`config.mk`:
```
export PLATFORM = sky130hd
export DESIGN_NAME = dfpa_serial
export DESIGN_NICKNAME = d
export VERILOG_FILES = /design/src/rtl/dfpa_pkg.sv /design/src/rtl/dfpa_serial.sv
export SDC_FILE = /design/constraint.sdc
export NUM_CORES = 1
export LEC_CHECK = 0
export BUFFER_PORTS_ARGS = -buffer_cell sky130_fd_sc_hd__buf_2
export CELL_PAD_IN_SITES_DETAIL_PLACEMENT = 2
export CELL_PAD_IN_SITES_GLOBAL_PLACEMENT = 2
export CORE_MARGIN = 8
export CORE_UTILIZATION = 30
export DETAILED_ROUTE_END_ITERATION = 10
export GPL_ROUTABILITY_DRIVEN = 1
export PLACE_DENSITY_LB_ADDON = 0.1
export SLEW_MARGIN = 20
export SYNTH_ARGS = -nofsm -noshare
export SYNTH_HDL_FRONTEND = slang
export SYNTH_SLANG_ARGS = --single-unit
```
`constraint.sdc`:
```
create_clock -name clk -period 15.1 [get_ports clk]
set_input_delay 3.02 -clock clk [delete_from_list [all_inputs] [get_ports clk]]
set_output_delay 3.02 -clock clk [all_outputs]
set_load 0.005 [all_outputs]
```
`src/rtl/dfpa_pkg.sv`:
```
// shared types, codes and digit helpers for the decimal fixed-point unit
// no dependencies
package dfpa_pkg;

  localparam int INT_DIGITS_DEF      = 60;
  localparam int LAST_POSITION_DEF   = 120;
  localparam int DIGITS_PER_WORD_DEF = 16;

  localparam int WORD_W   = 64;
  localparam int ACTION_W = 2;
  localparam int DIGIT_W  = 4;
  localparam int RADIX    = 10;

  typedef logic [DIGIT_W-1:0] digit_t;

  localparam digit_t DIGIT_MAX = 4'd9;

  typedef enum logic [ACTION_W-1:0] {
    ACT_ADD = 2'd0,
    ACT_SUB = 2'd1,
    ACT_MUL = 2'd2,
    ACT_RSV = 2'd3
  } action_t;

  typedef enum logic [2:0] {
    CELL_HOLD,
    CELL_LOAD,
    CELL_ROTATE,
    CELL_MUL,
    CELL_OUT,
    CELL_CLEAR
  } cell_op_t;

  typedef enum logic [1:0] {
    SER_ADDSUB,
    SER_NEG,
    SER_CARRY
  } ser_mode_t;

  typedef struct packed {
    ser_mode_t mode;
    logic      first;
    logic      sub;
    logic      neg_a;
    logic      neg_b;
    logic      zero_in;
  } ser_ctrl_t;

  function automatic digit_t sat_digit(input digit_t n);
    return (n > DIGIT_MAX) ? DIGIT_MAX : n;
  endfunction

  // returns {carry, digit}
  function automatic logic [DIGIT_W:0] digit_add(input digit_t a, input digit_t b,
                                                 input logic c);
    logic [DIGIT_W:0] s;
    s = {1'b0, a} + {1'b0, b} + {{DIGIT_W{1'b0}}, c};
    if (s > {1'b0, DIGIT_MAX}) begin
      return {1'b1, DIGIT_W'(s - (DIGIT_W+1)'(RADIX))};
    end
    return {1'b0, s[DIGIT_W-1:0]};
  endfunction

endpackage

```
`src/rtl/dfpa_serial.sv`:
```
// digit-serial unit at the bottom of the cell row: add, complement, carry resolve
// depends on dfpa_pkg
module dfpa_serial #(
  parameter int ACC_W = 16
) (
  input  logic               clk,
  input  logic               rst_n,
  input  dfpa_pkg::ser_ctrl_t ctrl,
  input  dfpa_pkg::digit_t   a_top,
  input  dfpa_pkg::digit_t   b_top,
  input  logic [ACC_W-1:0]   acc_top,
  output dfpa_pkg::digit_t   a_in,
  output dfpa_pkg::digit_t   b_in
);
  import dfpa_pkg::*;

  // divide by ten through a scaled reciprocal
  localparam int SHIFT  = ACC_W + 4;
  localparam int RECIP  = (2**SHIFT + RADIX - 1) / RADIX;
  localparam int PROD_W = ACC_W + SHIFT;

  logic               ca_r, ca_nxt, cb_r, cb_nxt;
  logic [ACC_W-1:0]   cacc_r, cacc_nxt;
  logic               ca, cb;
  logic [ACC_W-1:0]   cacc;
  logic [DIGIT_W:0]   sum_ab, neg_a_s, neg_b_s;
  digit_t             b_eff;
  logic [ACC_W-1:0]   v, q, rem;
  logic [PROD_W-1:0]  prod;

  always_comb begin
    unique case (ctrl.mode)
      SER_ADDSUB: ca = ctrl.first ? ctrl.sub : ca_r;
      SER_NEG:    ca = ctrl.first ? 1'b1 : ca_r;
      default:    ca = ca_r;
    endcase
    cb   = ctrl.first ? 1'b1 : cb_r;
    cacc = ctrl.first ? '0 : cacc_r;
  end

  assign b_eff   = ctrl.sub ? DIGIT_W'(DIGIT_MAX - b_top) : b_top;
  assign sum_ab  = digit_add(a_top, b_eff, ca);
  assign neg_a_s = digit_add(DIGIT_W'(DIGIT_MAX - a_top), '0, ca);
  assign neg_b_s = digit_add(DIGIT_W'(DIGIT_MAX - b_top), '0, cb);

  assign v    = acc_top + cacc;
  assign prod = PROD_W'(v) * PROD_W'(RECIP);
  assign q    = ACC_W'(prod >> SHIFT);
  assign rem  = v - ACC_W'(q * ACC_W'(RADIX));

  always_comb begin
    a_in     = a_top;
    b_in     = b_top;
    ca_nxt   = ca;
    cb_nxt   = cb;
    cacc_nxt = cacc;
    unique case (ctrl.mode)
      SER_ADDSUB: begin
        a_in   = sum_ab[DIGIT_W-1:0];
        ca_nxt = sum_ab[DIGIT_W];
      end
      SER_NEG: begin
        if (ctrl.neg_a) a_in = neg_a_s[DIGIT_W-1:0];
        if (ctrl.neg_b) b_in = neg_b_s[DIGIT_W-1:0];
        ca_nxt = neg_a_s[DIGIT_W];
        cb_nxt = neg_b_s[DIGIT_W];
      end
      SER_CARRY: begin
        a_in     = ctrl.zero_in ? '0 : rem[DIGIT_W-1:0];
        cacc_nxt = q;
      end
      default: begin
      end
    endcase
  end

  always_ff @(posedge clk) begin
    if (!rst_n) begin
      ca_r   <= 1'b0;
      cb_r   <= 1'b0;
      cacc_r <= '0;
    end else begin
      ca_r   <= ca_nxt;
      cb_r   <= cb_nxt;
      cacc_r <= cacc_nxt;
    end
  end

endmodule

```
# Word-level counts from Yosys, hierarchy flattened
# Index checks and enable logic that the tools add are counted.
[word_totals] output_inout_bits=8 elab_cells=48 ff_bits=18
[classes] n_bitwise=1 n_mux=23 n_lt_le_gt_ge=3 n_reduce_logical=2 mul=2 addsub=11 n_eq_ne=2
[op_table] operator="$mul A16 B16 Y32 const B" count=1
[op_table] operator="$mux W5" count=6
[op_table] operator="$mux W4" count=5
[op_table] operator="$add A16 B16 Y16" count=1
[op_table] operator="$mux W16" count=1
[op_table] operator="$gt A5 B4 Y1 const B" count=3
[op_table] operator="$mul A13 B3 Y3 const B" count=1
[op_table] operator="$mux W13" count=1
[op_table] operator="$pmux W4 S3" count=1
[op_table] operator="$sub A4 B4 Y4 const B" count=3
[op_table] operator="$add A4 B1 Y5" count=2
[op_table] operator="$sub A4 B4 Y4 const A" count=2
[op_table] operator="$mux W1" count=7
[op_table] operator="$add A4 B4 Y5" count=1
[op_table] operator="$add A5 B1 Y5" count=1
[op_table] operator="$pmux W1 S2" count=2
[op_table] operator="$sub A4 B4 Y4" count=1
[op_table] operator="$eq A2 B1 Y1 const B" count=1
[op_table] operator="$eq A2 B2 Y1 const B" count=1
[op_table] operator="$logic_not A2 Y1" count=1
[op_table] operator="$reduce_or A2 Y1" count=1
[op_table] operator="$not A1 Y1" count=1

# Depth between registers and ports, before layout
# Gate-level depths: netlist of run 1.
[depth] depth_word=8 depth_mapped=33 ltp_nobuf=33

# Least setup slack after synthesis of run 1
# Ideal clock, no wire load.
[synth_timing] kind="input port to output port" start="in ctrl[4] (netlist bit)" end="out a_in[3]" slack_ns=1.299 path_buffers=1 path_stages=32 t_arrival_ns=10.781 required_ns=12.080 path_cell_list="clkbuf_1 > nor2b_1 > ha_1 > o211ai_1 > a21boi_0 > a21boi_2 > o41ai_4 > and2b_1 > o21a_1 > o21ai_0 > nand2b_1 > xor2_1 > ha_1 > ha_1 > fa_1 > fa_1 > fa_1 > inv_1 > fa_1 > inv_1 > ha_1 > a21o_1 > a221o_1 > o2bb2ai_2 > nor3_1 > ha_1 > inv_1 > fa_1 > xnor2_1 > xnor3_1 > or3_1 > o221ai_1"
[synth_between] elab_chain_len=8 word_cells_on_any_way=23 cone_classes="add/sub (6); mul (2); order compare (2); mux (13)"
[synth_lines] item="start, declared" line_no="dfpa_serial.sv:8" text="input dfpa_pkg::ser_ctrl_t ctrl,"
[synth_lines] item="branches (longest 7 deep; another with $mul A16 B16 Y32)"
[synth_lines] item="$pmux W4 S3 *" line_no="dfpa_serial.sv:57" text="unique case (ctrl.mode)"
[synth_lines] item="end, declared" line_no="dfpa_serial.sv:12" text="output dfpa_pkg::digit_t a_in,"
# Every way passes the cells marked *. The select of a mux whose other input is x is not followed.

# Worst setup path after layout of run 1
# Same ends and word-level chain as after synthesis.

==> results of run 1 <==
[final timing paths]
path,cells after the start,slack [ns],from,endpoint
max,34,0.52,ctrl[4],a_in[3]
min,2,0.50,cacc_r[15],cacc_r[15]
max reg2reg,29,7.13,cacc_r[6],cacc_r[9]
min reg2reg,2,0.50,cacc_r[15],cacc_r[15]
[through the flow]
stage	setup WS [ns]	cell area, sq um
6_report	0.5224	7571
5_1_grt	0.03054	7571
4_1_cts	0.04340	7537
3_5_place_dp	0.07462	7462
3_3_place_gp	0.4310	7462
2_1_floorplan	1.299	6832
[final cells by class]
class	instances	area, sq um
repair buffers	55	312.8
fillers	2542	14930
inverters	147	551.8
multi-input cells	567	5914
flip-flops and latches	18	360.3
well taps	285	356.6
clock buffers	3	75.07
[cell families (layout without fill, tap and decap cells)]
family                   after synthesis  after routing  share of synthesized area (%)
AND/OR/NAND/NOR                      137            137                          10.60
flip-flops                            18             18                          5.275
XOR/XNOR                              53             53                          7.106
multiplexers                           9              9                          1.429
buffers and inverters                157            205                          8.645
adder cells (fa/ha/maj)              247            247                          54.03
AO/OA/AOI/OAI                        121            121                          12.91
[sequential cells by signal, summed over array words and instances, names as in the netlist]
name and count:
cacc_r 16, ca_r 1, cb_r 1
[worst register-to-register path, delay by kind of cell (launching register included)]
family                   cells  cell delay [ns]
adder cells (fa/ha/maj)      8             3.38
AO/OA/AOI/OAI               11             2.16
AND/OR/NAND/NOR              6             1.43
XOR/XNOR                     2             0.48
flip-flops                   1             0.30
buffers and inverters        2             0.10
[what timing repair did]
item                       CTS  global route
hold endpoints to repair     0             0
hold buffers                 0             0
setup endpoints to repair    0             2
resized for setup            0             5
[cell usage in the layout, fill, tap and decap left out, drive strengths merged, types with 18 or more instances in the layout]
master  count
xor2       21
buf        55
inv       147
o21ai      20
xnor2      31
nand2      36
a21oi      30
nor2b      24
a21o       18
fa         80
dfxtp      18
nor2       26
ha        167
[per-layer routing]
layer  vias to the layer above  share of wire (%)
met3                        17                1.5
met2                        41                 50
li1                       2561                  -
met4                         0                1.4
met5                         -                  0
met1                      2637                 47
==> metrics.cfg, run 1 <==
[die]
start_util_pct = 30.36
die_w_microns = 166.9
rows = 55
dieArea_sq_um = 27860
coreArea_sq_um = 22500
ios = 41
die_h_microns = 166.9

[cts]
h-tree-depth = 1
cts_buffers = 3
cts_tree = yes
path_clk_slew_ns = 0.05
clock_path_buffers = 2
insertion_delay_ns = 0.25
post-cts-setup-buffers = 0
clock-sinks = 18
root_buffer = clkbuf_16

[cells_and_area]
drive_gt1_share_pct = 10.51
area_growth_pct = 10.82
fin_cells = 1075
diodes = 0
nets = 1072
final_util_pct = 33.64

[grt]
grt_usage_pct = 14.99
globalRoute.totalOverflow = 0
grt_max_degree = 20
grt_antenna_before_repair = 0
busiest_layer = met2
grt_use_met1_pct = 19.23
met3_usage_pct = 0.7565
grt_pass1_wl_mm = 33.44
gr-usage-met2_pct = 27.41
first_global_vias = 6256

[setup_path]
path_class = in2out
crit_fanout = 11
crit_buf_inv = 6
slowest_delay_ns = 0.56
crit_path_top_delay_cell = fa_1
start_kind = input port
worstSetupEndpointType = output port
cp.required_ns = 12.08
arrival_ns = 11.56
cp_top_family = adder cells

[synthesis]
syn-cell-area_sq_um = 6832
yosysTopAreaCell = ha_1
yosysMostFrequentCell = ha_1
synth_edf_count = 0
avgSynthCellArea_sq_um = 9.207
ys_seq_elements = 18
ys_warn_count = 0
synth_top_area_share_pct = 30.59
synthCells = 742
synth_area_leaders = ha_1 (31%), fa_1 (23%), inv_1 (8.1%)
synth-main-ff-cell = dfxtp_1
synthDistinctLibCells = 66
synth_nets = 1022
synthArstFlopShare_pct = 0
yosysSeqAreaShare_pct = 5.275
ys_top_cells_by_count = ha_1 (167), inv_1 (147), fa_1 (80)

[sta]
final-max-slew-violation-count = 0
fmax_ghz = 0.06860
final.min_clock_period_ns = 14.58
tightest_slew_ns = 0.5642
fin_hold_ws_ns = 0.4952
finalHoldViolations = 0
fin_setup_tns_ns = 0
fin_crit_sh_pct = 96.54
setup_viol = 0
fin_skew_ns = 0.001729
maxSlewHeadroom_pct = 62.11
rsz0062_at_grt = no

[drt]
drc = 0
first_iter_violations = 103
firstDrtPassIters = 4
drtAntennaViolNets = 0
wirelength_mm = 20.13
vias = 5256
vias_per_cell = 4.889
route.detailed.wl_per_inst_microns = 18.72

[status]
status = finished clean

[min_path]
hold_path_class = reg2reg

[placed_design]
gp_congestion = 0.7875
dpl.hpwl_mm = 18.73
io_buffer_count = 40
dpl.cell_count = 1072

[job]
drv_cap = 0

Power of run 1 is not shown: default switching activity piles up to over one toggle a cycle in this logic, so the estimate is an artifact.
==> inputs of run 2 (changes only) <==
- CAP_MARGIN: not set -> 10
- CORE_UTILIZATION: 30 -> 41
==> run 2 against run 1 <==
Flip-flop and latch count stayed put. Non-clock buffer count is 2 lower. Register-to-register slack hardly changed. Global-route usage is 4.6 points higher. Worst setup slack better by 0.0094 ns. Critical endpoint unchanged. Largest cell class unchanged.
==> metrics.cfg, run 2 (synthesis gave the netlist of run 1 again) <==
[setup_path]
crit_fanout = 18
cp.required_ns = 12.08
worstSetupEndpointType = output port
slowest_delay_ns = 0.55
reg2reg_from = cacc_r[6]
r2r_end = cacc_r[11]
reg2reg_depth = 29
r2r_slack_ns = 7.12
crit_path_top_delay_cell = fa_1
arrival_ns = 11.55
path_class = in2out
start_kind = input port

[job]
drv_cap = 0

[die]
die_h_microns = 145.1
die_w_microns = 145.1
rows = 47
start_util_pct = 41.49
ios = 41
dieArea_sq_um = 21050
coreArea_sq_um = 16470

[cts]
path_clk_slew_ns = 0.05
cts_buffers = 3
h-tree-depth = 1
cts_tree = yes
root_buffer = clkbuf_16
clock_path_buffers = 2
clock-sinks = 18
hold_buffers = 0
insertion_delay_ns = 0.25

[sta]
fin_skew_ns = 0.0008207
final.min_clock_period_ns = 14.57
tightest_slew_ns = 0.7817
fin_crit_sh_pct = 96.48
maxSlewHeadroom_pct = 47.89
fmax_ghz = 0.06864
final-max-slew-violation-count = 0
setup_viol = 0
finalHoldViolations = 0
fin_setup_tns_ns = 0

[min_path]
holdPathStages = 2
hold_path_class = reg2reg
min-delay-start = cacc_r[15]
worstHoldEndpoint = cacc_r[15]

[placed_design]
dpl.hpwl_mm = 18.44
place_area_sq_um = 7358
io_buffer_count = 40
gp_congestion = 0.8198
dpl.cell_count = 1004

[status]
status = finished clean

[grt]
first_global_vias = 6481
grt_antenna_before_repair = 0
globalRoute.totalOverflow = 0
grt_pass1_wl_mm = 33.47
grt_max_degree = 21
grt_usage_pct = 19.57

[cells_and_area]
layout_common_cells = ha_1 (167), inv_1 (147), fa_1 (80)
diodes = 0
largestRegisters = cacc_r: 16 flops, ca_r: 1 flops, cb_r: 1 flops
fin_cells = 1008
seq_area_sq_um = 360.3
area_growth_pct = 9.139
multi_input_area_sq_um = 5893
fillers = 1825
regMostFlops = cacc_r
nets = 1070
design_area_sq_um = 7456
final_common_cell = ha_1
largest_reg_flops = 16
drive_gt1_share_pct = 10.15

[drt]
drc = 0
firstDrtPassIters = 4
drtAntennaViolNets = 0
wirelength_mm = 20.14
first_iter_violations = 108
vias = 5390
vias_per_cell = 5.347
route.detailed.wl_per_inst_microns = 19.98

[run 2: cell count changes in the layout (fill, tap and decap cells not counted), sizes merged]
| cell | change |
|---|---|
| buf | -3 |
| clkbuf | +1 |
[run 2: layout make-up]
type                            instances  area share, %
Multi-Input combinational cell        567          79.04
Inverter                              147          7.401
Sequential cell                        18          4.833
Timing Repair Buffer                   53          4.028
Tap cell                              220          3.692
Clock buffer                            3          1.007
[run 2: worst max path at each step]
stage / start / to
4_1_cts: ctrl[4] / a_in[3]
6_report: ctrl[4] / a_in[3]
2_1_floorplan: ctrl[4] / a_in[3]
3_5_place_dp: ctrl[4] / a_in[3]
5_1_grt: ctrl[4] / a_in[3]
3_3_place_gp: ctrl[4] / a_in[3]
[run 2: metrics by stage]
step	utilization (%)	setup slack [ns]	hold slack, ns
floorplan	-	1.299	0.4574
global placement	44.69	0.4605	0.4939
detailed placement	44.69	0.1220	0.4951
CTS	45.14	0.1121	0.5040
global route	45.28	-0.005439	0.5125
finish	45.28	0.5318	0.4971
[run 2: repair_timing]
action / CTS / global route
resized for setup: 0 / 3
endpoints found under the setup margin: 0 / 2
buffers inserted: 0 / 1
[run 2: routing by layer]
metal  vias up  global-route usage, %  part of all wire (%)
met1      2747                  24.07                    44
met4         0                  4.737                   1.8
met5         -                      0                     0
met3        21                 0.6530                   1.5
met2        69                  36.82                    52
li1       2553                      -                     -
[run 2: critical path, delay by kind of cell]
kind,cells,cell delay [ns]
adders and majority gates,10,3.90
AOI/OAI and AO/OA,10,1.95
and+or+nand+nor,5,1.25
xor gates and xnor gates,3,0.86
buffers and inverters,6,0.59
Power of run 2 is left out for the same reason.
