<file path="config.mk">
export PLATFORM = sky130hd
export DESIGN_NAME = dfpa_cell
export DESIGN_NICKNAME = d
export VERILOG_FILES = /design/src/rtl/dfpa_pkg.sv /design/src/rtl/dfpa_cell.sv
export SDC_FILE = /design/constraint.sdc
export NUM_CORES = 1
export LEC_CHECK = 0
export BUFFER_PORTS_ARGS = -buffer_cell sky130_fd_sc_hd__buf_2
export CAP_MARGIN = 25
export CORE_MARGIN = 2
export CORE_UTILIZATION = 39
export CTS_CLUSTER_DIAMETER = 100
export DETAILED_ROUTE_END_ITERATION = 10
export PLACE_DENSITY = 0.82
export RECOVER_POWER = 50
export SYNTH_ARGS = -nofsm -noshare
export SYNTH_HDL_FRONTEND = slang
export SYNTH_SLANG_ARGS = --single-unit
export TNS_END_PERCENT = 50
</file>
<file path="constraint.sdc">
create_clock -name clk -period 4.2 [get_ports clk]
set_clock_uncertainty 0.05 [all_clocks]
set_input_delay 0.21 -clock clk [delete_from_list [all_inputs] [get_ports clk]]
set_output_delay 0.21 -clock clk [all_outputs]
set_load 0.05 [all_outputs]
</file>
<file path="src/rtl/dfpa_pkg.sv">
// shared types, codes and digit helpers for the decimal fixed-point unit
// no dependencies
package dfpa_pkg;

  localparam int INT_DIGITS_DEF      = 60;
  localparam int LAST_POSITION_DEF   = 120;
  localparam int DIGITS_PER_WORD_DEF = 16;

  localparam int WORD_W   = 64;
  localparam int ACTION_W = 2;
  localparam int DIGIT_W  = 4;
  localparam int RADIX    = 10;

  typedef logic [DIGIT_W-1:0] digit_t;

  localparam digit_t DIGIT_MAX = 4'd9;

  typedef enum logic [ACTION_W-1:0] {
    ACT_ADD = 2'd0,
    ACT_SUB = 2'd1,
    ACT_MUL = 2'd2,
    ACT_RSV = 2'd3
  } action_t;

  typedef enum logic [2:0] {
    CELL_HOLD,
    CELL_LOAD,
    CELL_ROTATE,
    CELL_MUL,
    CELL_OUT,
    CELL_CLEAR
  } cell_op_t;

  typedef enum logic [1:0] {
    SER_ADDSUB,
    SER_NEG,
    SER_CARRY
  } ser_mode_t;

  typedef struct packed {
    ser_mode_t mode;
    logic      first;
    logic      sub;
    logic      neg_a;
    logic      neg_b;
    logic      zero_in;
  } ser_ctrl_t;

  function automatic digit_t sat_digit(input digit_t n);
    return (n > DIGIT_MAX) ? DIGIT_MAX : n;
  endfunction

  // returns {carry, digit}
  function automatic logic [DIGIT_W:0] digit_add(input digit_t a, input digit_t b,
                                                 input logic c);
    logic [DIGIT_W:0] s;
    s = {1'b0, a} + {1'b0, b} + {{DIGIT_W{1'b0}}, c};
    if (s > {1'b0, DIGIT_MAX}) begin
      return {1'b1, DIGIT_W'(s - (DIGIT_W+1)'(RADIX))};
    end
    return {1'b0, s[DIGIT_W-1:0]};
  endfunction

endpackage

</file>
<file path="src/rtl/dfpa_cell.sv">
// one digit position: operand a and b digits plus the product accumulator
// depends on dfpa_pkg
module dfpa_cell #(
  parameter int POS   = 0,
  parameter int DPW   = dfpa_pkg::DIGITS_PER_WORD_DEF,
  parameter int ACC_W = 16
) (
  input  logic                       clk,
  input  logic                       rst_n,
  input  dfpa_pkg::cell_op_t         op,
  input  logic                       load_en,
  input  logic [dfpa_pkg::WORD_W-1:0] word_a,
  input  logic [dfpa_pkg::WORD_W-1:0] word_b,
  input  dfpa_pkg::digit_t           a_up,
  input  dfpa_pkg::digit_t           b_up,
  input  logic [ACC_W-1:0]           acc_up,
  input  dfpa_pkg::digit_t           a_down,
  input  dfpa_pkg::digit_t           a_far,
  input  dfpa_pkg::digit_t           mul_a,
  input  dfpa_pkg::digit_t           mul_tap,
  output dfpa_pkg::digit_t           a_q,
  output dfpa_pkg::digit_t           b_q,
  output logic [ACC_W-1:0]           acc_q
);
  import dfpa_pkg::*;

  localparam int SH = DIGIT_W * (DPW - 1 - (POS % DPW));

  digit_t              a_r;
  digit_t              b_r;
  logic [ACC_W-1:0]    acc_r;
  logic [2*DIGIT_W-1:0] prod;

  assign prod = mul_a * mul_tap;

  always_ff @(posedge clk) begin
    if (!rst_n) begin
      a_r   <= '0;
      b_r   <= '0;
      acc_r <= '0;
    end else begin
      unique case (op)
        CELL_HOLD: begin
        end
        CELL_LOAD: begin
          if (load_en) begin
            a_r <= sat_digit(word_a[SH +: DIGIT_W]);
            b_r <= sat_digit(word_b[SH +: DIGIT_W]);
          end
        end
        CELL_ROTATE: begin
          a_r   <= a_up;
          b_r   <= b_up;
          acc_r <= acc_up;
        end
        CELL_MUL: begin
          a_r   <= a_down;
          acc_r <= acc_r + ACC_W'(prod);
        end
        CELL_OUT: begin
          a_r <= a_far;
        end
        CELL_CLEAR: begin
          a_r   <= '0;
          b_r   <= '0;
          acc_r <= '0;
        end
        default: begin
        end
      endcase
    end
  end

  assign a_q   = a_r;
  assign b_q   = b_r;
  assign acc_q = acc_r;

endmodule

</file>
After elaboration in Yosys (flattened, before gate mapping)

Cells that the tools add are included.

Add/sub/neg operators: 1
Multipliers: 1
$lt $le $gt $ge: 2
Equal/unequal tests: 6
Muxes and demuxes: 7
Reduce and logical (&&, ||, !) cells: 5

Operators with widths:

| cell                                                  | count |
|---|---|
| one-hot mux 16 bit (3 select lines)                   | 1 |
| one-hot mux 4 bit (5 select lines)                    | 1 |
| adder 16 x 8 -> 16 bit                                | 1 |
| 2-to-1 mux 4 bit                                      | 4 |
| one-hot mux 4 bit (3 select lines)                    | 1 |
| greater-than comparator 4 bit (second input constant) | 2 |
| multiplier 4 x 4 -> 8 bit                             | 1 |
| == test 3 x 2 -> 1 bit (second input constant)        | 2 |
| == test 3 bit (second input constant)                 | 2 |
| nonzero test 3 bit                                    | 2 |
| nonzero test 5 bit                                    | 1 |
| AND reduction 2 bit                                   | 2 |
| == test 3 x 1 -> 1 bit (second input constant)        | 1 |
| inequality test 2 bit (second input constant)         | 1 |

Flip-flop bits (word level): 24
Input port bits: 174
Output and inout bits: 24
Word-level logic and storage cells: 25

Longest topological paths before layout

Gate-level depths: netlist of run 1.

Depth after elaboration: 4
Depth in mapped cells: 14
Mapped depth without buffers: 14

Worst setup path after synthesis of run 1

No wires, ideal clock.

Path type: in2reg
From: input mul_a[0]
To: register acc_r[15] (netlist: acc_q[15])
Setup time: 79 ps
Data arrival time: 3170 ps
Slack: 901 ps
Stages: 12
Buffers on the path: 0
Path through: nand2_1 -> fa_1 -> fa_1 -> fa_1 -> inv_1 -> ha_1 -> nor2b_1 -> o31a_2 -> a21oi_4 -> nor3_1 -> mux2i_1 -> o211ai_1

Cells in the longest elaborated chain, start to end: 3

RTL lines:

| element                             | RTL line        | source |
|---|---|---|
| from (decl)                         | dfpa_cell.sv:19 | `input dfpa_pkg::digit_t mul_a,` |
| multiplier 4 x 4 -> 8 bit           | dfpa_cell.sv:34 | `assign prod = mul_a * mul_tap;` |
| adder 16 x 8 -> 16 bit              | dfpa_cell.sv:58 | `acc_r <= acc_r + ACC_W'(prod);` |
| one-hot mux 16 bit (3 select lines) | dfpa_cell.sv:42 | `unique case (op)` |
| to (signal assigned)                | dfpa_cell.sv:54 | `acc_r <= acc_up;` |
| to (signal assigned)                | dfpa_cell.sv:58 |  |
| to (decl)                           | dfpa_cell.sv:31 | `logic [ACC_W-1:0] acc_r;` |

Every way passes these cells.
A chain may end at the register's enable or synchronous reset.

Worst setup path after layout of run 1

From: input mul_tap[3]
To: register acc_r[15] (netlist: acc_q[15])

Cells in the longest elaborated chain, start to end: 3

RTL lines:

| element                             | RTL line        | source |
|---|---|---|
| from (decl)                         | dfpa_cell.sv:20 | `input dfpa_pkg::digit_t mul_tap,` |
| multiplier 4 x 4 -> 8 bit           | dfpa_cell.sv:34 |  |
| adder 16 x 8 -> 16 bit              | dfpa_cell.sv:58 |  |
| one-hot mux 16 bit (3 select lines) | dfpa_cell.sv:42 |  |

Every way passes these cells.

==> results of run 1 <==
registers in the layout, indices dropped and copies added, names as in the netlist:
name and flops:
a_q 4, b_q 4, acc_q 16
synth_stat cells, types with 2 or more instances:
master and n:
buf_2 4, nor3_1 3, nand4_1 3, a21oi_1 15, inv_1 31, a31oi_1 6, o21ai_1 9, o21ai_0 15
a22oi_1 4, buf_4 4, o211ai_1 6, nand3b_1 4, o221ai_1 2, a21o_1 4, nor2b_1 6, nand3_1 9
o21ai_2 2, nor3b_1 4, a221oi_1 6, o211a_1 4, o22ai_1 2, xnor2_1 2, fa_1 9, dfxtp_1 24
nor2_1 20, mux2i_1 6, and3_1 2, ha_1 19, and2_1 16, nand2_1 23, buf_6 2, clkbuf_1 5
nand2b_1 4
per-layer routing:
| layer | share of wire, % | vias to the layer above |
|---|---|---|
| met5 | 0 | - |
| li1 | - | 1167 |
| met3 | 7.1 | 4 |
| met2 | 51 | 86 |
| met1 | 41 | 1127 |
| met4 | 0.72 | 0 |
cell families after synthesis:
group / count (synthesis)
compound gates: 86
xor+xnor: 3
fa+ha+maj: 28
buf+inv: 47
flops: 24
mux: 7
simple gates: 99
cells in the final DEF (no fill, tap or decap), types with 8 or more instances in the layout:
cell type	Yosys	final
nand2_1	23	23
buf_2	4	55
a21oi_1	15	15
inv_1	31	31
ha_1	19	19
dfxtp_1	24	24
nor2_1	20	20
fa_1	9	9
o21ai_0	15	16
o21ai_1	9	8
nand3_1	9	9
clkbuf_1	5	22
and2_1	16	16
area by class of cell:
type | count | area share, %
flip-flops and latches | 24 | 17.42
inverters | 32 | 4.356
clock inverters | 1 | 1.089
well taps | 75 | 3.403
multi-input cells | 223 | 58.98
clock buffers | 3 | 1.497
repair buffers | 78 | 13.25
metrics by stage:
stage / std cells / hold slack [ns] / total power (µW) / util [%] / setup slack [ns]
after floorplan: 294 / 0.2943 / 518.9 / - / 0.9008
after global placement: 431 / 0.4013 / 590.7 / 46.30 / 0.6441
after detailed placement: 431 / 0.4100 / 602.9 / 46.30 / 0.5751
after CTS: 435 / 0.1421 / 816.3 / 47.52 / 0.8771
after global routing: 436 / 0.1541 / 861.7 / 47.13 / 0.7456
final: 436 / 0.1420 / 808.8 / 47.13 / 0.9092
report_power, final:
part           switching [µW]  internal, µW
Combinational             213           123
Clock                    86.0           128
Sequential               14.6           245
critical path, stage by stage:
cell	delay [ns]
buf_2	0.11
nand2_1	0.07
fa_1	0.50
fa_1	0.53
fa_1	0.52
inv_1	0.05
ha_1	0.34
nor2b_1	0.17
o31a_2	0.34
a21oi_4	0.24
nor3_1	0.09
mux2i_1	0.15
o211ai_1	0.09
worst max-delay path by stage:
stage               startpoint         to  depth (start not counted)
floorplan             mul_a[0]  acc_q[15]                         12
global placement      mul_a[0]  acc_q[15]                         13
detailed placement    mul_a[0]   acc_q[9]                         13
CTS                   mul_a[0]   acc_q[9]                         13
global route        mul_tap[3]   acc_q[9]                         13
finish              mul_tap[3]  acc_q[15]                         13
==> flow_summary.json, run 1 <==
{
  "outcome": "completed",
  "hold_class": "in2reg",
  "total_leakage_power_uw": 0.001282,
  "path_clk_slew_ns": 0.10,
  "drv_cap": 0,
  "worstHoldPathCells": 3,
  "synth_area_leader_cell": "dfxtp_1",
  "r2r_slack_ns": 1.53,
  "drc": 0,
  "setup_viol": 0,
  "finalMaxSlewViolations": 0,
  "cts-root-buf": "clkbuf_8",
  "n_antenna_cell": 0,
  "regToRegEndpoint": "acc_q[15]",
  "cellPowerDensity_nw_per_um2": 293.3,
  "die_x_um": 81.15,
  "grt_usage_pct": 18.78,
  "synth.area.mux_share_pct": 3.073,
  "wl_per_cell_um": 13.75,
  "cts_made_buffers": 3,
  "cp.required_ns": 4.32,
  "seq_area_frac_synth_pct": 20.70,
  "min_period_over_period_pct": 78.35,
  "first_global_vias": 2279,
  "path_max_fanout": 6,
  "grt_overflow": 0,
  "postCtsSetupRepairBufs": 0,
  "synthCells": 294,
  "grtUsageMet3_pct": 3.556,
  "synth_xor_area_share_pct": 1.132,
  "dieHeight_um": 81.15,
  "start_util_pct": 39.67,
  "cts-hold-fix-buffers": 0,
  "yosys.area_share.simple_pct": 22.37,
  "wl_mm": 5.995,
  "place_area_um2": 2709,
  "crit_arrival_ns": 3.41,
  "min_from": "acc_up[11]",
  "regArea_um2": 480.5,
  "synth-compound-area-share_pct": 25.61,
  "grt_max_degree": 29,
  "gp_congestion": 0.8260,
  "grt_pass1_wl_mm": 9.873,
  "ioPinCount": 198,
  "syn_nets": 496,
  "place_hpwl_mm": 4.591,
  "slew_headroom_pct": 50.73,
  "ys_types": 52,
  "ir_drop_mv": 0.1511,
  "rows": 28,
  "synth_top_area_share_pct": 20.70,
  "reg2reg_depth": 9,
  "end_kind": "flop",
  "worst_slew_pin_slew_ns": 0.7390,
  "via_count": 2384,
  "drt_pass1_iterations": 4,
  "syn_avg_cell_area_um2": 7.894,
  "tns_ns": 0,
  "ys_top_cells_by_area": "dfxtp_1, ha_1, fa_1",
  "cts_tree": "yes",
  "area_delta_synth_final_pct": 18.81,
  "clk_path_buf_depth": 2,
  "drt_iter0_markers": 74,
  "nets": 564,
  "max_freq_mhz": 303.9,
  "detail-route-antenna-nets": 0,
  "cp-start-kind": "input port",
  "synth_top_family_by_area": "compound AO/OA/AOI/OAI gates",
  "ys_ff_latch": 24,
  "drive_gt1_share_pct": 19.11,
  "r2r-start": "acc_q[2]",
  "io_buffers": 77,
  "synthAdderAreaFrac_pct": 18.01,
  "clk_latency_ns": 0.28,
  "htree_levels": 1,
  "die-area_um2": 6585,
  "design_area_um2": 2758,
  "rsz0062_at_grt": "no",
  "ys_warn_count": 0,
  "multi_input_area_um2": 1627,
  "grt-busiest-layer": "met2",
  "synthArstFlopShare_pct": 0,
  "vias_per_cell": 5.468,
  "synth_top_flop_cell": "dfxtp_1",
  "hold_viol": 0,
  "fill_cells": 574,
  "worst-setup-path-type": "in2reg",
  "use_met2_pct": 36.03,
  "whs_endpoint": "acc_q[11]",
  "grt_util_met1_pct": 21.54,
  "antenna_found_initial": 0,
  "cts-resized-gates": 0,
  "coreArea_um2": 5851,
  "synth_edf_count": 0,
  "layout_min_cycle_time_ns": 3.291,
  "numClockSinks": 24,
  "synth_area_um2": 2321
}
No activity file was read; power rests on OpenSTA's default activity.
==> run 2, diff against run 1 <==
ABC_AREA = 1   (was unset)
CORE_UTILIZATION = 40   (was 39)
PLACE_DENSITY = 0.83   (was 0.82)
clock period = 3.1 ns   (was 4.2 ns; I/O delays follow)
==> run 2 against run 1 <==
Sequential power increased by 39%. Register-to-register slack worse by 0.78 ns. Clock power rose by 36%. Hold slack got worse by 0.074 ns. Core utilization up 3.5 points. Count of clock-buffer cells in the layout stayed put. Synthesized area grew 3.3%. Via count is 12% higher. Cell area is 7.4% higher. Non-clock buffer count increased by 9. Power rose by 46%. Critical endpoint is now acc_q[6]. Largest cell class unchanged.
==> flow_summary.json, run 2 <==
{
  "outcome": "completed",
  "syn_nets": 598,
  "vias_per_cell": 4.813,
  "path_max_fanout": 5,
  "synthCells": 396,
  "die_x_um": 81.42,
  "synth.most_common_cell": "nand2_1",
  "path_clk_slew_ns": 0.11,
  "ys_warn_count": 0,
  "synth.area.mux_share_pct": 0,
  "synth-compound-area-share_pct": 13.52,
  "clk_path_buf_depth": 2,
  "largest_reg_flops": 16,
  "crit_top_cell": "inv_1",
  "synthAdderAreaFrac_pct": 17.43,
  "cp-start-kind": "input port",
  "place_hpwl_mm": 4.809,
  "ioPinCount": 198,
  "postCtsSetupRepairBufs": 0,
  "final_common_cell": "nand2_1",
  "synth_top_family_by_area": "simple AND/OR/NAND/NOR gates",
  "netlist_top_cells_count": "nand2_1, inv_1, nand3_1",
  "finalMaxSlewViolations": 0,
  "antenna_found_initial": 0,
  "cp.buffers_inverters": 6,
  "hold_ws_ns": 0.06767,
  "synth_area_leader_cell": "dfxtp_1",
  "cts_tree": "yes",
  "area_delta_synth_final_pct": 23.49,
  "rows": 28,
  "cellPowerDensity_nw_per_um2": 398.7,
  "gp_congestion": 0.8816,
  "hold_viol": 0,
  "seq_area_frac_synth_pct": 20.04,
  "crit_arrival_ns": 3.02,
  "io_buffers": 77,
  "max_freq_mhz": 345.1,
  "cp_cell_sequence": "buf_2 > buf_4 > nand2_1 > inv_1 > fa_1 > ha_1 > inv_1 > fa_1 > inv_1 > ha_1 > nand2_1 > inv_1 > nand2_1 > nand3_2 > or2_2 > nand3_1 > a21oi_1",
  "worst-setup-path-type": "in2reg",
  "nets": 683,
  "synth_top_flop_cell": "dfxtp_1",
  "drive_gt1_share_pct": 18.96,
  "grt_usage_pct": 18.82,
  "grt_max_degree": 33,
  "grt_overflow": 0,
  "setup_viol": 0,
  "synth_xor_area_share_pct": 0,
  "htree_levels": 1,
  "clk_latency_ns": 0.27,
  "drv_cap": 0,
  "ir_drop_mv": 0.2133,
  "drt_iter0_markers": 112,
  "total_leakage_power_uw": 0.001683,
  "fill_cells": 596,
  "synth_area_um2": 2397,
  "layout_min_cycle_time_ns": 2.898,
  "die-area_um2": 6628,
  "crit_family": "adder cells",
  "cts-resized-gates": 0,
  "cp.required_ns": 3.22,
  "coreArea_um2": 5851,
  "wl_per_cell_um": 10.95,
  "end_kind": "flop",
  "cts_made_buffers": 3,
  "critPathSlowestCell": "fa_1",
  "ys_ff_latch": 24,
  "cts-root-buf": "clkbuf_8",
  "first_global_vias": 2393,
  "layout_common_cells": "nand2_1, inv_1, buf_2",
  "start_util_pct": 40.98,
  "synth_top_area_share_pct": 20.04,
  "synthArstFlopShare_pct": 0,
  "numClockSinks": 24,
  "critPathMaxStageDelay_ns": 0.50,
  "ys_top_cells_by_area": "dfxtp_1, nand2_1, inv_1",
  "wl_mm": 6.077,
  "ys_types": 29,
  "min_period_over_period_pct": 93.48,
  "drt_pass1_iterations": 4,
  "dieHeight_um": 81.42,
  "yosys.area_share.simple_pct": 33.40,
  "n_antenna_cell": 0,
  "cts-hold-fix-buffers": 0,
  "rsz0062_at_grt": "no",
  "syn_avg_cell_area_um2": 6.054,
  "worst_slew_pin_slew_ns": 1.065,
  "grt_pass1_wl_mm": 9.956,
  "via_count": 2671,
  "drc": 0,
  "hold_class": "in2reg",
  "detail-route-antenna-nets": 0,
  "synth_edf_count": 0,
  "slew_headroom_pct": 28.42,
  "post-route-util_pct": 50.60
}
-- run 2: changes by cell type after synthesis, moves of 5 or more --
cell / delta
a221oi_1: -6
and2_1: -16
clkinv_1: +5
inv_1: +41
inv_2: +11
mux2i_1: -6
nand2_1: +103
nand3_1: +23
nor2b_1: -6
o211ai_1: -5
or2_2: +5
-- run 2: cell families (layout without fill, tap and decap cells) --
kind of cell             Yosys count  count (layout)
AO/OA/AOI/OAI                     59              59
flip-flops                        24              24
adder cells (fa/ha/maj)           28              28
buffers and inverters             96             180
AND/OR/NAND/NOR                  189             189
-- run 2: final cells by class --
cell class | instances | area [µm²] | share of cell area, %
Clock buffer | 3 | 41.29 | 1.395
Multi-Input combinational cell | 276 | 1546 | 52.24
Timing Repair Buffer | 87 | 434.2 | 14.67
Clock inverter | 1 | 30.03 | 1.014
Sequential cell | 24 | 480.5 | 16.23
Inverter | 89 | 334.1 | 11.28
Tap cell | 75 | 93.84 | 3.170
-- run 2: where the power goes --
group          total, µW  internal, µW  switching, µW
logic                530           194            336
registers            360           336           24.2
clock network        290           173            117
-- run 2: stage by stage --
step / std cells / power (µW) / instance area [µm²] / setup TNS (ns) / worst slack [ns]
global placement: 551 / 876.3 / 2912 / -0.5102 / -0.1517
floorplan: 396 / 730.1 / 2397 / 0 / 0.1421
finish: 555 / 1180 / 2960 / 0 / 0.2021
detailed placement: 551 / 890.6 / 2912 / -0.6944 / -0.1778
CTS: 555 / 1181 / 2983 / 0 / 0.1004
global route: 555 / 1266 / 2960 / 0 / 0.02508
-- run 2: worst paths after layout --
kind,end,start,depth (start not counted),slack (ns)
min reg2reg,b_q[0],b_q[0],2,0.49
max reg2reg,acc_q[6],acc_q[4],11,0.75
min,b_q[3],b_up[3],3,0.07
max,acc_q[6],mul_a[1],17,0.20
-- run 2: routing by layer --
metal | part of all wire [%] | GRT usage, % | vias up
met3 | 6.5 | 3.297 | 4
met1 | 45 | 22.37 | 1186
li1 | - | - | 1404
met5 | 0 | 0 | -
met4 | 0.67 | 3.559 | 0
met2 | 48 | 35.33 | 77
-- run 2: worst reg2reg max path, stage by stage (launching register included) --
cell,delay (ns)
dfxtp_1,0.38
inv_1,0.08
fa_1,0.54
inv_1,0.04
ha_1,0.34
nand2_1,0.14
inv_1,0.05
nand2_1,0.07
nand3_2,0.12
or2_2,0.29
nand3_1,0.08
a21oi_1,0.08
