--- config.mk ---
export PLATFORM = sky130hd
export DESIGN_NAME = dfpa_bline
export DESIGN_NICKNAME = d
export VERILOG_FILES = /design/src/rtl/dfpa_pkg.sv /design/src/rtl/dfpa_bline.sv
export SDC_FILE = /design/constraint.sdc
export NUM_CORES = 1
export LEC_CHECK = 0
export ABC_AREA = 0
export BUFFER_PORTS_ARGS = -buffer_cell sky130_fd_sc_hd__buf_2
export CORE_AREA = 2 2 467 469
export DETAILED_ROUTE_END_ITERATION = 7
export DIE_AREA = 0 0 469 471
export HOLD_SLACK_MARGIN = 0.02
export SYNTH_ARGS = -nofsm -noshare
export SYNTH_HDL_FRONTEND = slang
export SYNTH_SLANG_ARGS = --single-unit
--- constraint.sdc ---
create_clock -name clk -period 16.6 [get_ports clk]
set_input_delay 1.66 -clock clk [delete_from_list [all_inputs] [get_ports clk]]
set_output_delay 1.66 -clock clk [all_outputs]
set_load 0.05 [all_outputs]
--- src/rtl/dfpa_pkg.sv ---
// shared types, codes and digit helpers for the decimal fixed-point unit
// no dependencies
package dfpa_pkg;

  localparam int INT_DIGITS_DEF      = 60;
  localparam int LAST_POSITION_DEF   = 120;
  localparam int DIGITS_PER_WORD_DEF = 16;

  localparam int WORD_W   = 64;
  localparam int ACTION_W = 2;
  localparam int DIGIT_W  = 4;
  localparam int RADIX    = 10;

  typedef logic [DIGIT_W-1:0] digit_t;

  localparam digit_t DIGIT_MAX = 4'd9;

  typedef enum logic [ACTION_W-1:0] {
    ACT_ADD = 2'd0,
    ACT_SUB = 2'd1,
    ACT_MUL = 2'd2,
    ACT_RSV = 2'd3
  } action_t;

  typedef enum logic [2:0] {
    CELL_HOLD,
    CELL_LOAD,
    CELL_ROTATE,
    CELL_MUL,
    CELL_OUT,
    CELL_CLEAR
  } cell_op_t;

  typedef enum logic [1:0] {
    SER_ADDSUB,
    SER_NEG,
    SER_CARRY
  } ser_mode_t;

  typedef struct packed {
    ser_mode_t mode;
    logic      first;
    logic      sub;
    logic      neg_a;
    logic      neg_b;
    logic      zero_in;
  } ser_ctrl_t;

  function automatic digit_t sat_digit(input digit_t n);
    return (n > DIGIT_MAX) ? DIGIT_MAX : n;
  endfunction

  // returns {carry, digit}
  function automatic logic [DIGIT_W:0] digit_add(input digit_t a, input digit_t b,
                                                 input logic c);
    logic [DIGIT_W:0] s;
    s = {1'b0, a} + {1'b0, b} + {{DIGIT_W{1'b0}}, c};
    if (s > {1'b0, DIGIT_MAX}) begin
      return {1'b1, DIGIT_W'(s - (DIGIT_W+1)'(RADIX))};
    end
    return {1'b0, s[DIGIT_W-1:0]};
  endfunction

endpackage

--- src/rtl/dfpa_bline.sv ---
// operand b delay line for the multiply; each step moves it one place up
// depends on dfpa_pkg
module dfpa_bline #(
  parameter int LEN  = 180,
  parameter int NPOS = 121
) (
  input  logic             clk,
  input  logic             load,
  input  logic             shift,
  input  dfpa_pkg::digit_t b_dig [NPOS],
  output dfpa_pkg::digit_t line [LEN]
);
  import dfpa_pkg::*;

  digit_t line_r [LEN];

  // sign place and places past the last position load as zero
  always_ff @(posedge clk) begin
    for (int x = 0; x < LEN; x++) begin
      if (load) begin
        line_r[x] <= (x >= 1 && x < NPOS) ? b_dig[x < NPOS ? x : 0] : '0;
      end else if (shift) begin
        line_r[x] <= (x == 0) ? '0 : line_r[x == 0 ? 0 : x-1];
      end
    end
  end

  assign line = line_r;

endmodule

Word-level counts from Yosys, hierarchy flattened
Index checks and enable logic that the tools add are counted.
W data, S select, Z words.
{"block": "word_totals", "ff_bits": 716, "elab_cells": 420, "out_inout_bits": 720}
{"block": "classes", "reduce_logical": 1, "muxes": 240}
{"cell": "$mux W4", "n": 240}
{"cell": "$reduce_bool A2 Y1", "n": 1}

Logic depth before layout (Yosys ltp)
Gate-level depths: netlist (run 1).
{"block": "logic_depth", "depth_word": 2, "mapped_depth": 5, "ltp_nobuf": 2}

Least setup slack after synthesis (run 1)
No wires, ideal clock.
{"block": "synth_timing", "path_kind": "input to register", "from": "input shift", "to": "register line_r (netlist bit line[236]), enable pin", "setup_time_ns": 0.647, "n_path_buf": 3, "cell_stages": 4, "t_required_ns": 15.953, "t_arrival_ns": 7.839, "setup_slack_ns": 8.114, "path_cell_list": "buf_2 buf_6 buf_6 or2_2"}
{"block": "synth_between", "elab_chain_len": 1}
{"element": "from (decl)", "line": "dfpa_bline.sv:9", "text": "input logic shift,"}
{"element": "$reduce_bool A2 Y1 (no line)"}
{"element": "to (signal, indexed assignment)", "line": "dfpa_bline.sv:21", "text": "line_r[x] <= (x >= 1 && x < NPOS) ? b_dig[x < NPOS ? x : 0] : '0;"}
{"element": "to (signal, indexed assignment)", "line": "dfpa_bline.sv:23", "text": "line_r[x] <= (x == 0) ? '0 : line_r[x == 0 ? 0 : x-1];"}
{"element": "to (decl)", "line": "dfpa_bline.sv:15", "text": "digit_t line_r [LEN];"}
No other way between the ends.
A chain may end at the register's enable or synchronous reset.

Final worst setup path (run 1)
{"block": "layout_timing", "from": "input load", "to": "register line_r (netlist bit line[254]), data pin"}
{"block": "layout_between", "elab_chain_len": 1}
{"element": "from (decl)", "line": "dfpa_bline.sv:8", "text": "input logic load,"}
{"element": "$mux W4", "line": "dfpa_bline.sv:20", "text": "if (load) begin"}
No other way between the ends.

==> results.json, run 1 <==
{
  "cap_violations": 0,
  "dp_cells": 5748,
  "synthSimpleGateAreaFrac": 0.02956,
  "hp-class": "flip-flop to flip-flop",
  "crit_family": "buffers and inverters",
  "rows": 171,
  "hold_violations": 0,
  "max_freq_mhz": 185.0,
  "clkPwrFrac": 0.379,
  "crit_chain": "buf_8, buf_4, buf_4, buf_4, buf_4, mux2_4",
  "synth_area_sq_um": 31020,
  "worstPathRequired_ns": 17.05,
  "total_power_mw": 5.223,
  "antenna_found_initial": 74,
  "grt_use_met1": 0.1477,
  "drtIter0Drc": 1544,
  "worstPathMaxFanout": 72,
  "cp.depth": 6,
  "dp_hpwl_microns": 124900,
  "ant_nets": 0,
  "drt-total-wl_microns": 152100,
  "max-vdd-ir-drop_v": 0.00007376,
  "die_w_microns": 469,
  "postCtsHoldBufs": 0,
  "nFillCells": 23470,
  "area_growth_pct": 36.53,
  "grt_pass1_vias": 20440,
  "grt_use_met3": 0.06137,
  "yosys-mux-area-fraction": 0.3053,
  "slew_violations": 0,
  "final_cells": 5943,
  "grt_max_degree": 139,
  "intPower_mw": 3.528,
  "cts_resized": 0,
  "arrival_ns": 5.86,
  "critPathLaunchType": "primary input",
  "yosys.area_share.adder": 0,
  "root_buffer": "clkbuf_16",
  "crit_type": "primary input to flip-flop",
  "finalNetCount": 3468,
  "final_cell_mix": "buf_2, edfxtp_1, mux2_4",
  "clock_skew_ns": 0.03081,
  "overflow": 0,
  "r2r_cells": 1,
  "gp_congestion": 0.9382,
  "ios": 1207,
  "worst_slew_pin_slew_ns": 1.134,
  "clock_latency_ns": 0.74,
  "crit_slowest_cell": "buf_4",
  "power_density_nw_per_um2": 123.3,
  "grt_pass1_wl_microns": 191900,
  "netlist_instances": 1781,
  "finalCritPeriodShare": 0.3257,
  "yosys_warnings": 0,
  "seqPwrFrac": 0.418,
  "rsz0062_at_grt": "no",
  "reg2reg_to": "line[505]",
  "synth_top_family_by_area": "multiplexers",
  "cts_buffer_depth": 3,
  "final_util": 0.1960,
  "synth_seq_area_share": 0.6169,
  "final.setup.tns_ns": 0,
  "holdPathStages": 2,
  "drc": 0,
  "setup_viol": 0,
  "largest_reg_flops": 716,
  "wl_per_cell_microns": 25.58,
  "portBuffers": 1198,
  "status": "finished, final reports clean",
  "core_sq_um": 216100,
  "grtUsageMet2": 0.2060,
  "final_common_cell": "buf_2",
  "switching_share": 0.3246,
  "gr-usage-all-layers": 0.1304,
  "end_kind": "flip-flop",
  "num_vias": 20870,
  "ys_ff_latch": 716,
  "start_util": 0.1436,
  "via_per_inst": 3.512,
  "synth-compound-area-share": 0,
  "die-area_sq_um": 220900,
  "hold_end": "line[1]",
  "drtPass1Iterations": 5,
  "busiest_layer": "met2",
  "p_comb_frac": 0.203,
  "cts-buffers-inserted": 85,
  "drive_gt1_frac": 0.5988,
  "cp_num_buf_inv": 5,
  "power_leakage_nw": 19.07,
  "postSynthAreaPerCell_sq_um": 17.42,
  "synth_xor_area_frac": 0,
  "hold_start": "line[1]",
  "post_cts_buffers": 0,
  "critPathMaxStageDelay_ns": 0.87,
  "synthDistinctLibCells": 13,
  "p_sw_mw": 1.695,
  "relSlewSlack": 0.2443,
  "cts.sinks": 716,
  "cts_tree": "built",
  "clk_pin_slew_ns": 0.06,
  "post-route-min-period_ns": 5.406,
  "crit_path_frequent_cell": "buf_4",
  "r2r_setup_slack_ns": 15.33,
  "die_h_microns": 471,
  "r2r-start": "line[509]",
  "ctsHtreeMaxLevel": 3
}
## cell type report
| class | count | area (sq um) | area share |
|---|---|---|---|
| Timing Repair Buffer | 1221 | 6226 | 0.1470 |
| Sequential cell | 716 | 19140 | 0.4518 |
| Clock buffer | 109 | 2331 | 0.05503 |
| Multi-Input combinational cell | 957 | 10410 | 0.2457 |
| Antenna cell | 38 | 95.09 | 0.002245 |
| Tap cell | 2854 | 3571 | 0.08431 |
| Clock inverter | 48 | 589.3 | 0.01391 |
## stage by stage
step | area, sq um | setup WS, ns | hold WS (ns)
after floorplan | 31030 | 8.114 | 0.7363
after global placement | 39340 | 10.54 | 0.4724
after detailed placement | 39340 | 10.47 | 0.4815
after CTS | 42260 | 11.31 | 0.4957
after global routing | 42340 | 11.03 | 0.5382
final | 42360 | 11.19 | 0.4944
## worst min-delay path, cell delays in order, from the launching register on
cell and delay, ns:
dfxtp_1 0.32, mux2i_1 0.06, nor2_1 0.07
## how the worst max path moves through the flow
stage	from	end	slack [ns]
global placement	load	line[249]	10.54
detailed placement	load	line[264]	10.47
global route	load	line[258]	11.03
finish	load	line[254]	11.19
CTS	load	line[258]	11.31
floorplan	shift	line[236]	8.11
## metal layers
metal | routed length, microns | up-vias
li1 | - | 9014
met1 | 58270 | 10390
met2 | 69590 | 1172
met3 | 17840 | 270
met4 | 6204 | 26
met5 | 149 | -
## Yosys cell counts
master    count  area share
nor2_1      236       0.029
or2_2         1     0.00020
mux2_4      466        0.23
dfxtp_1     236        0.15
conb_1        1     0.00012
buf_2        12      0.0019
buf_6        37       0.013
mux2_2       10      0.0036
buf_4        18      0.0044
and2_1        4     0.00081
mux2i_1     236       0.076
buf_12       44       0.028
edfxtp_1    480        0.46
## power groups by stage
| stage | clock network [mW] | logic [mW] | registers [mW] |
|---|---|---|---|
| detailed placement | 0 | 1.07 | 2.22 |
| CTS | 2.05 | 1.07 | 2.18 |
| finish | 1.98 | 1.06 | 2.18 |
| global placement | 0 | 1.07 | 2.21 |
| global route | 2.11 | 1.10 | 2.19 |
| floorplan | 0 | 0.301 | 2.63 |
## kinds of logic after synthesis
kind of cell,Yosys count
multiplexers,712
buffers and inverters,111
other,1
flip-flops,716
AND/OR/NAND/NOR,241
(Power assumes the default switching activity.)
==> inputs of run 2 (changes only) <==
- CORE_AREA: 2 2 467 469 -> 2 2 472 474
- DIE_AREA: 0 0 469 471 -> 0 0 474 476
- clock period: 16.6 -> 5.2 ns (I/O delays scaled with it)
==> run 2 against run 1 <==
  * Non-clock buffer count increased by 116
  * Combinational power increased to 3.2 times the previous value
  * Sequential cell count did not move
  * Register-to-register slack got worse by 11 ns
  * Sequential power rose to 3.2 times the previous value
  * Via count grew 2.2%
==> results.json, run 2 (synthesis results as in run 1) <==
{
  "via_per_inst": 3.452,
  "cts_buffer_depth": 3,
  "core_sq_um": 221000,
  "critPathLaunchType": "flip-flop",
  "wl_per_cell_microns": 24.42,
  "portBuffers": 1198,
  "ios": 1207,
  "drive_gt1_frac": 0.5811,
  "post-route-min-period_ns": 2.361,
  "end_kind": "output pin",
  "dpl_cell_area_sq_um": 39620,
  "hp-class": "primary input to flip-flop",
  "dp_hpwl_microns": 123300,
  "clock_skew_ns": 0.05099,
  "cp_num_buf_inv": 1,
  "crit_slowest_cell": "edfxtp_1",
  "critPathMaxStageDelay_ns": 0.73,
  "drc": 0,
  "postCtsHoldBufs": 109,
  "cts_tree": "built",
  "crit_family": "flip-flops",
  "cts_resized": 0,
  "stdcell_area_sq_um": 43700,
  "antenna_found_initial": 84,
  "finalCritPeriodShare": 0.4541,
  "power_density_nw_per_um2": 382.3,
  "setup_viol": 0,
  "max-vdd-ir-drop_v": 0.0002469,
  "relSlewSlack": 0.3653,
  "post_cts_buffers": 0,
  "drtPass1Iterations": 7,
  "crit_chain": "buf_2",
  "finalNetCount": 3586,
  "final_common_cell": "buf_2",
  "ctsHtreeMaxLevel": 3,
  "seq_area_sq_um": 19140,
  "worst_slew_pin_slew_ns": 0.9520,
  "die_w_microns": 474,
  "grt_pass1_vias": 20270,
  "rsz0062_at_grt": "no",
  "max_freq_mhz": 423.5,
  "grt_pass1_wl_microns": 188700,
  "multi_input_area_sq_um": 10410,
  "drtIter0Drc": 1627,
  "dp_cells": 5876,
  "arrival_ns": 1.84,
  "die-area_sq_um": 225600,
  "clock_latency_ns": 0.75,
  "cts.sinks": 716,
  "r2r_setup_slack_ns": 3.90,
  "hold_violations": 0,
  "final_cells": 6180,
  "largest_reg_flops": 716,
  "start_util": 0.1404,
  "rows": 173,
  "num_vias": 21330,
  "die_h_microns": 476,
  "power_leakage_nw": 19.58,
  "final_cell_mix": "buf_2, edfxtp_1, mux2_4",
  "worstPathMaxFanout": 2,
  "slew_violations": 0,
  "crit_type": "flip-flop to output pin",
  "ant_nets": 0,
  "status": "finished, final reports clean",
  "area_growth_pct": 40.87,
  "worstPathRequired_ns": 4.68,
  "drt-total-wl_microns": 150900,
  "cts-buffers-inserted": 87,
  "clk_pin_slew_ns": 0.06,
  "grt_max_degree": 136,
  "overflow": 0,
  "gr-usage-all-layers": 0.1253,
  "cap_violations": 0,
  "root_buffer": "clkbuf_16",
  "final.setup.tns_ns": 0,
  "nFillCells": 23880,
  "gp_congestion": 0.9188
}
-- run 2: cell types whose count changed in the layout (fill, tap and decap cells not counted), moves of 2 or more --
cell / before / now
dlygate4sd3_1: 0 / 109
clkinv_4: 1 / 4
clkinv_2: 14 / 16
clkinvlp_4: 2 / 6
diode_2: 38 / 35
clkbuf_1: 16 / 13
bufinv_16: 9 / 7
buf_12: 3 / 9
clkinv_1: 12 / 10
-- run 2: per-stage QoR --
stage | power (mW) | hold slack, ns | setup WS [ns] | utilization
2_1_floorplan | 9.326 | 0.7238 | 0.2942 | -
3_3_place_gp | 10.42 | 0.4819 | 2.359 | 0.1793
3_5_place_dp | 10.45 | 0.4866 | 2.308 | 0.1793
4_1_cts | 16.92 | 0.02005 | 2.717 | 0.1974
5_1_grt | 17.24 | 0.03257 | 2.769 | 0.1977
6_report | 16.71 | 0.07795 | 2.839 | 0.1977
-- run 2: layout make-up --
class	instances	share of cell area
Antenna cell	35	0.002004
Clock buffer	107	0.05339
Clock inverter	53	0.01306
Multi-Input combinational cell	957	0.2381
Sequential cell	716	0.4379
Tap cell	2975	0.08517
Timing Repair Buffer	1337	0.1703
-- run 2: metal layers --
metal | global-route usage | up-vias | routed length [microns]
li1 | - | 9240 | -
met1 | 0.1319 | 10500 | 53930
met2 | 0.1997 | 1243 | 69020
met3 | 0.07602 | 303 | 21170
met4 | 0.05427 | 44 | 6404
met5 | 0.006183 | - | 428
-- run 2: final timing paths --
kind / from / endpoint / cells past startpoint
worst max-delay path: line[277] / line[277] / 1
worst min register to register: line[2] / line[2] / 2
worst max register to register: line[277] / line[273] / 1
worst min-delay path: b_dig[291] / line[527] / 2
-- run 2: report_power, final --
group          internal, mW  switching [mW]
Sequential             6.60           0.362
Clock                  3.58            2.72
Combinational          1.06            2.38
==> inputs of run 3 (changes only) <==
- clock period: 5.2 -> 2.45 ns (I/O delays scaled with it)
==> run 3 against run 2 <==
  * Via count up 8.5%
  * Global-route usage up 0.88 points
  * Combinational power grew 130%
  * Register-to-register slack worse by 3.0 ns
  * Cell area grew 9.0%
  * Critical path depth unchanged
  * Sequential cell count is the same
  * Total power grew 110%
  * First-iteration DRC count up 4.9%
  * Sequential share of layout area is 3.6 points lower
  * Largest cell class unchanged
  * Highest routed layer unchanged
==> results.json, run 3 (synthesis results as in run 1) <==
{
  "status": "finished, final reports clean",
  "rows": 173,
  "gp_congestion": 0.9574,
  "total_power_mw": 35.27,
  "cts.sinks": 716,
  "final_cells": 6581,
  "end_kind": "output pin",
  "cts_buffer_depth": 3,
  "relSlewSlack": 0.5294,
  "power_leakage_nw": 21.24,
  "max-vdd-ir-drop_v": 0.0004984,
  "drive_gt1_frac": 0.5203,
  "hp-class": "primary input to flip-flop",
  "grt_pass1_wl_microns": 204300,
  "worstPathRequired_ns": 2.20,
  "clk_pin_slew_ns": 0.07,
  "dp_cells": 5906,
  "via_per_inst": 3.518,
  "gr-usage-all-layers": 0.1342,
  "worst_slew_pin_slew_ns": 0.7059,
  "nFillCells": 23500,
  "post-route-min-period_ns": 2.012,
  "postLayoutSetupSlackWorst_ns": 0.4376,
  "largest_reg_flops": 716,
  "crit_family": "flip-flops",
  "grt_pass1_vias": 22730,
  "overflow": 0,
  "start_util": 0.1404,
  "setup_viol": 0,
  "critPathMaxStageDelay_ns": 0.57,
  "finalHoldWorstSlack_ns": 0.1411,
  "cts_tree": "built",
  "clock_latency_ns": 0.74,
  "worstPathMaxFanout": 3,
  "area_growth_pct": 53.51,
  "ios": 1207,
  "hold_violations": 0,
  "cap_violations": 0,
  "antenna_found_initial": 61,
  "clock_skew_ns": 0.05047,
  "crit_chain": "buf_2",
  "final_cell_mix": "buf_2, dlygate4sd3_1, edfxtp_1",
  "finalCritPeriodShare": 0.8214,
  "final_util": 0.2155,
  "drc": 0,
  "drtPass1Iterations": 5,
  "power_density_nw_per_um2": 740.7,
  "ant_nets": 0,
  "post-place-ws_ns": 0.5078,
  "wl_per_cell_microns": 24.47,
  "drt-total-wl_microns": 161100,
  "dp_hpwl_microns": 129200,
  "arrival_ns": 1.77,
  "stdcell_area_sq_um": 47630,
  "dpl_cell_area_sq_um": 40030,
  "crit_slowest_cell": "dfxtp_1",
  "critPathLaunchType": "flip-flop",
  "rsz0062_at_grt": "no",
  "max_freq_mhz": 496.9,
  "cts_resized": 0,
  "portBuffers": 1198,
  "cp_num_buf_inv": 1,
  "slew_violations": 0,
  "finalNetCount": 3990,
  "post_cts_buffers": 0,
  "die-area_sq_um": 225600,
  "final.setup.tns_ns": 0,
  "die_h_microns": 476,
  "cts-buffers-inserted": 82,
  "final_common_cell": "buf_2",
  "root_buffer": "clkbuf_16",
  "core_sq_um": 221000,
  "num_vias": 23150,
  "drtIter0Drc": 1707,
  "ctsHtreeMaxLevel": 3,
  "die_w_microns": 474,
  "crit_type": "flip-flop to output pin",
  "grt_max_degree": 85
}
run 3: cell types whose count changed in the layout (fill, tap and decap cells not counted), moves of 5 or more:
| cell | before | now |
|---|---|---|
| buf_12 | 9 | 24 |
| buf_4 | 21 | 36 |
| bufinv_16 | 7 | 2 |
| clkbuf_1 | 13 | 19 |
| clkbuf_16 | 88 | 83 |
| dlygate4sd3_1 | 109 | 488 |
run 3: routing by layer:
metal | GRT usage | wire length (microns) | share of wire | vias to the layer above
li1 | - | - | - | 10070
met1 | 0.1473 | 59540 | 0.37 | 11420
met2 | 0.2070 | 72670 | 0.45 | 1325
met3 | 0.06786 | 20000 | 0.12 | 315
met4 | 0.07916 | 8610 | 0.053 | 12
met5 | 0.005330 | 235 | 0.0015 | -
run 3: worst register-to-register path: stages (launching register included):
cell and delay [ns]:
edfxtp_1 0.43, mux2_4 0.28, dlygate4sd3_1 0.55
run 3: power by group:
| group | switching (mW) | total, mW | leakage [nW] | internal (mW) |
|---|---|---|---|---|
| combinational | 5.37 | 8.08 | 13.2 | 2.71 |
| clock | 5.61 | 12.4 | 1.28 | 6.79 |
| sequential | 0.784 | 14.8 | 6.80 | 14.0 |
run 3: final timing paths:
check             from        end  slack, ns  cells after the start
min               load   line[29]       0.14                      3
max reg2reg  line[420]  line[416]       0.93                      2
max           line[34]   line[34]       0.44                      1
min reg2reg    line[2]    line[2]       0.49                      2
run 3: repair_timing:
item,CTS,global route
hold buffers,488,0
setup endpoints to repair,0,0
hold endpoints to repair,480,0
run 3: layout make-up:
type / count / area [sq um] / area share
sequential: 716 / 19140 / 0.4019
antenna: 39 / 97.59 / 0.002049
tap: 2975 / 3722 / 0.07816
clock inverter: 37 / 337.8 / 0.007093
timing repair buffer: 1746 / 11650 / 0.2446
clock buffer: 111 / 2272 / 0.04771
multi-input combinational: 957 / 10410 / 0.2185
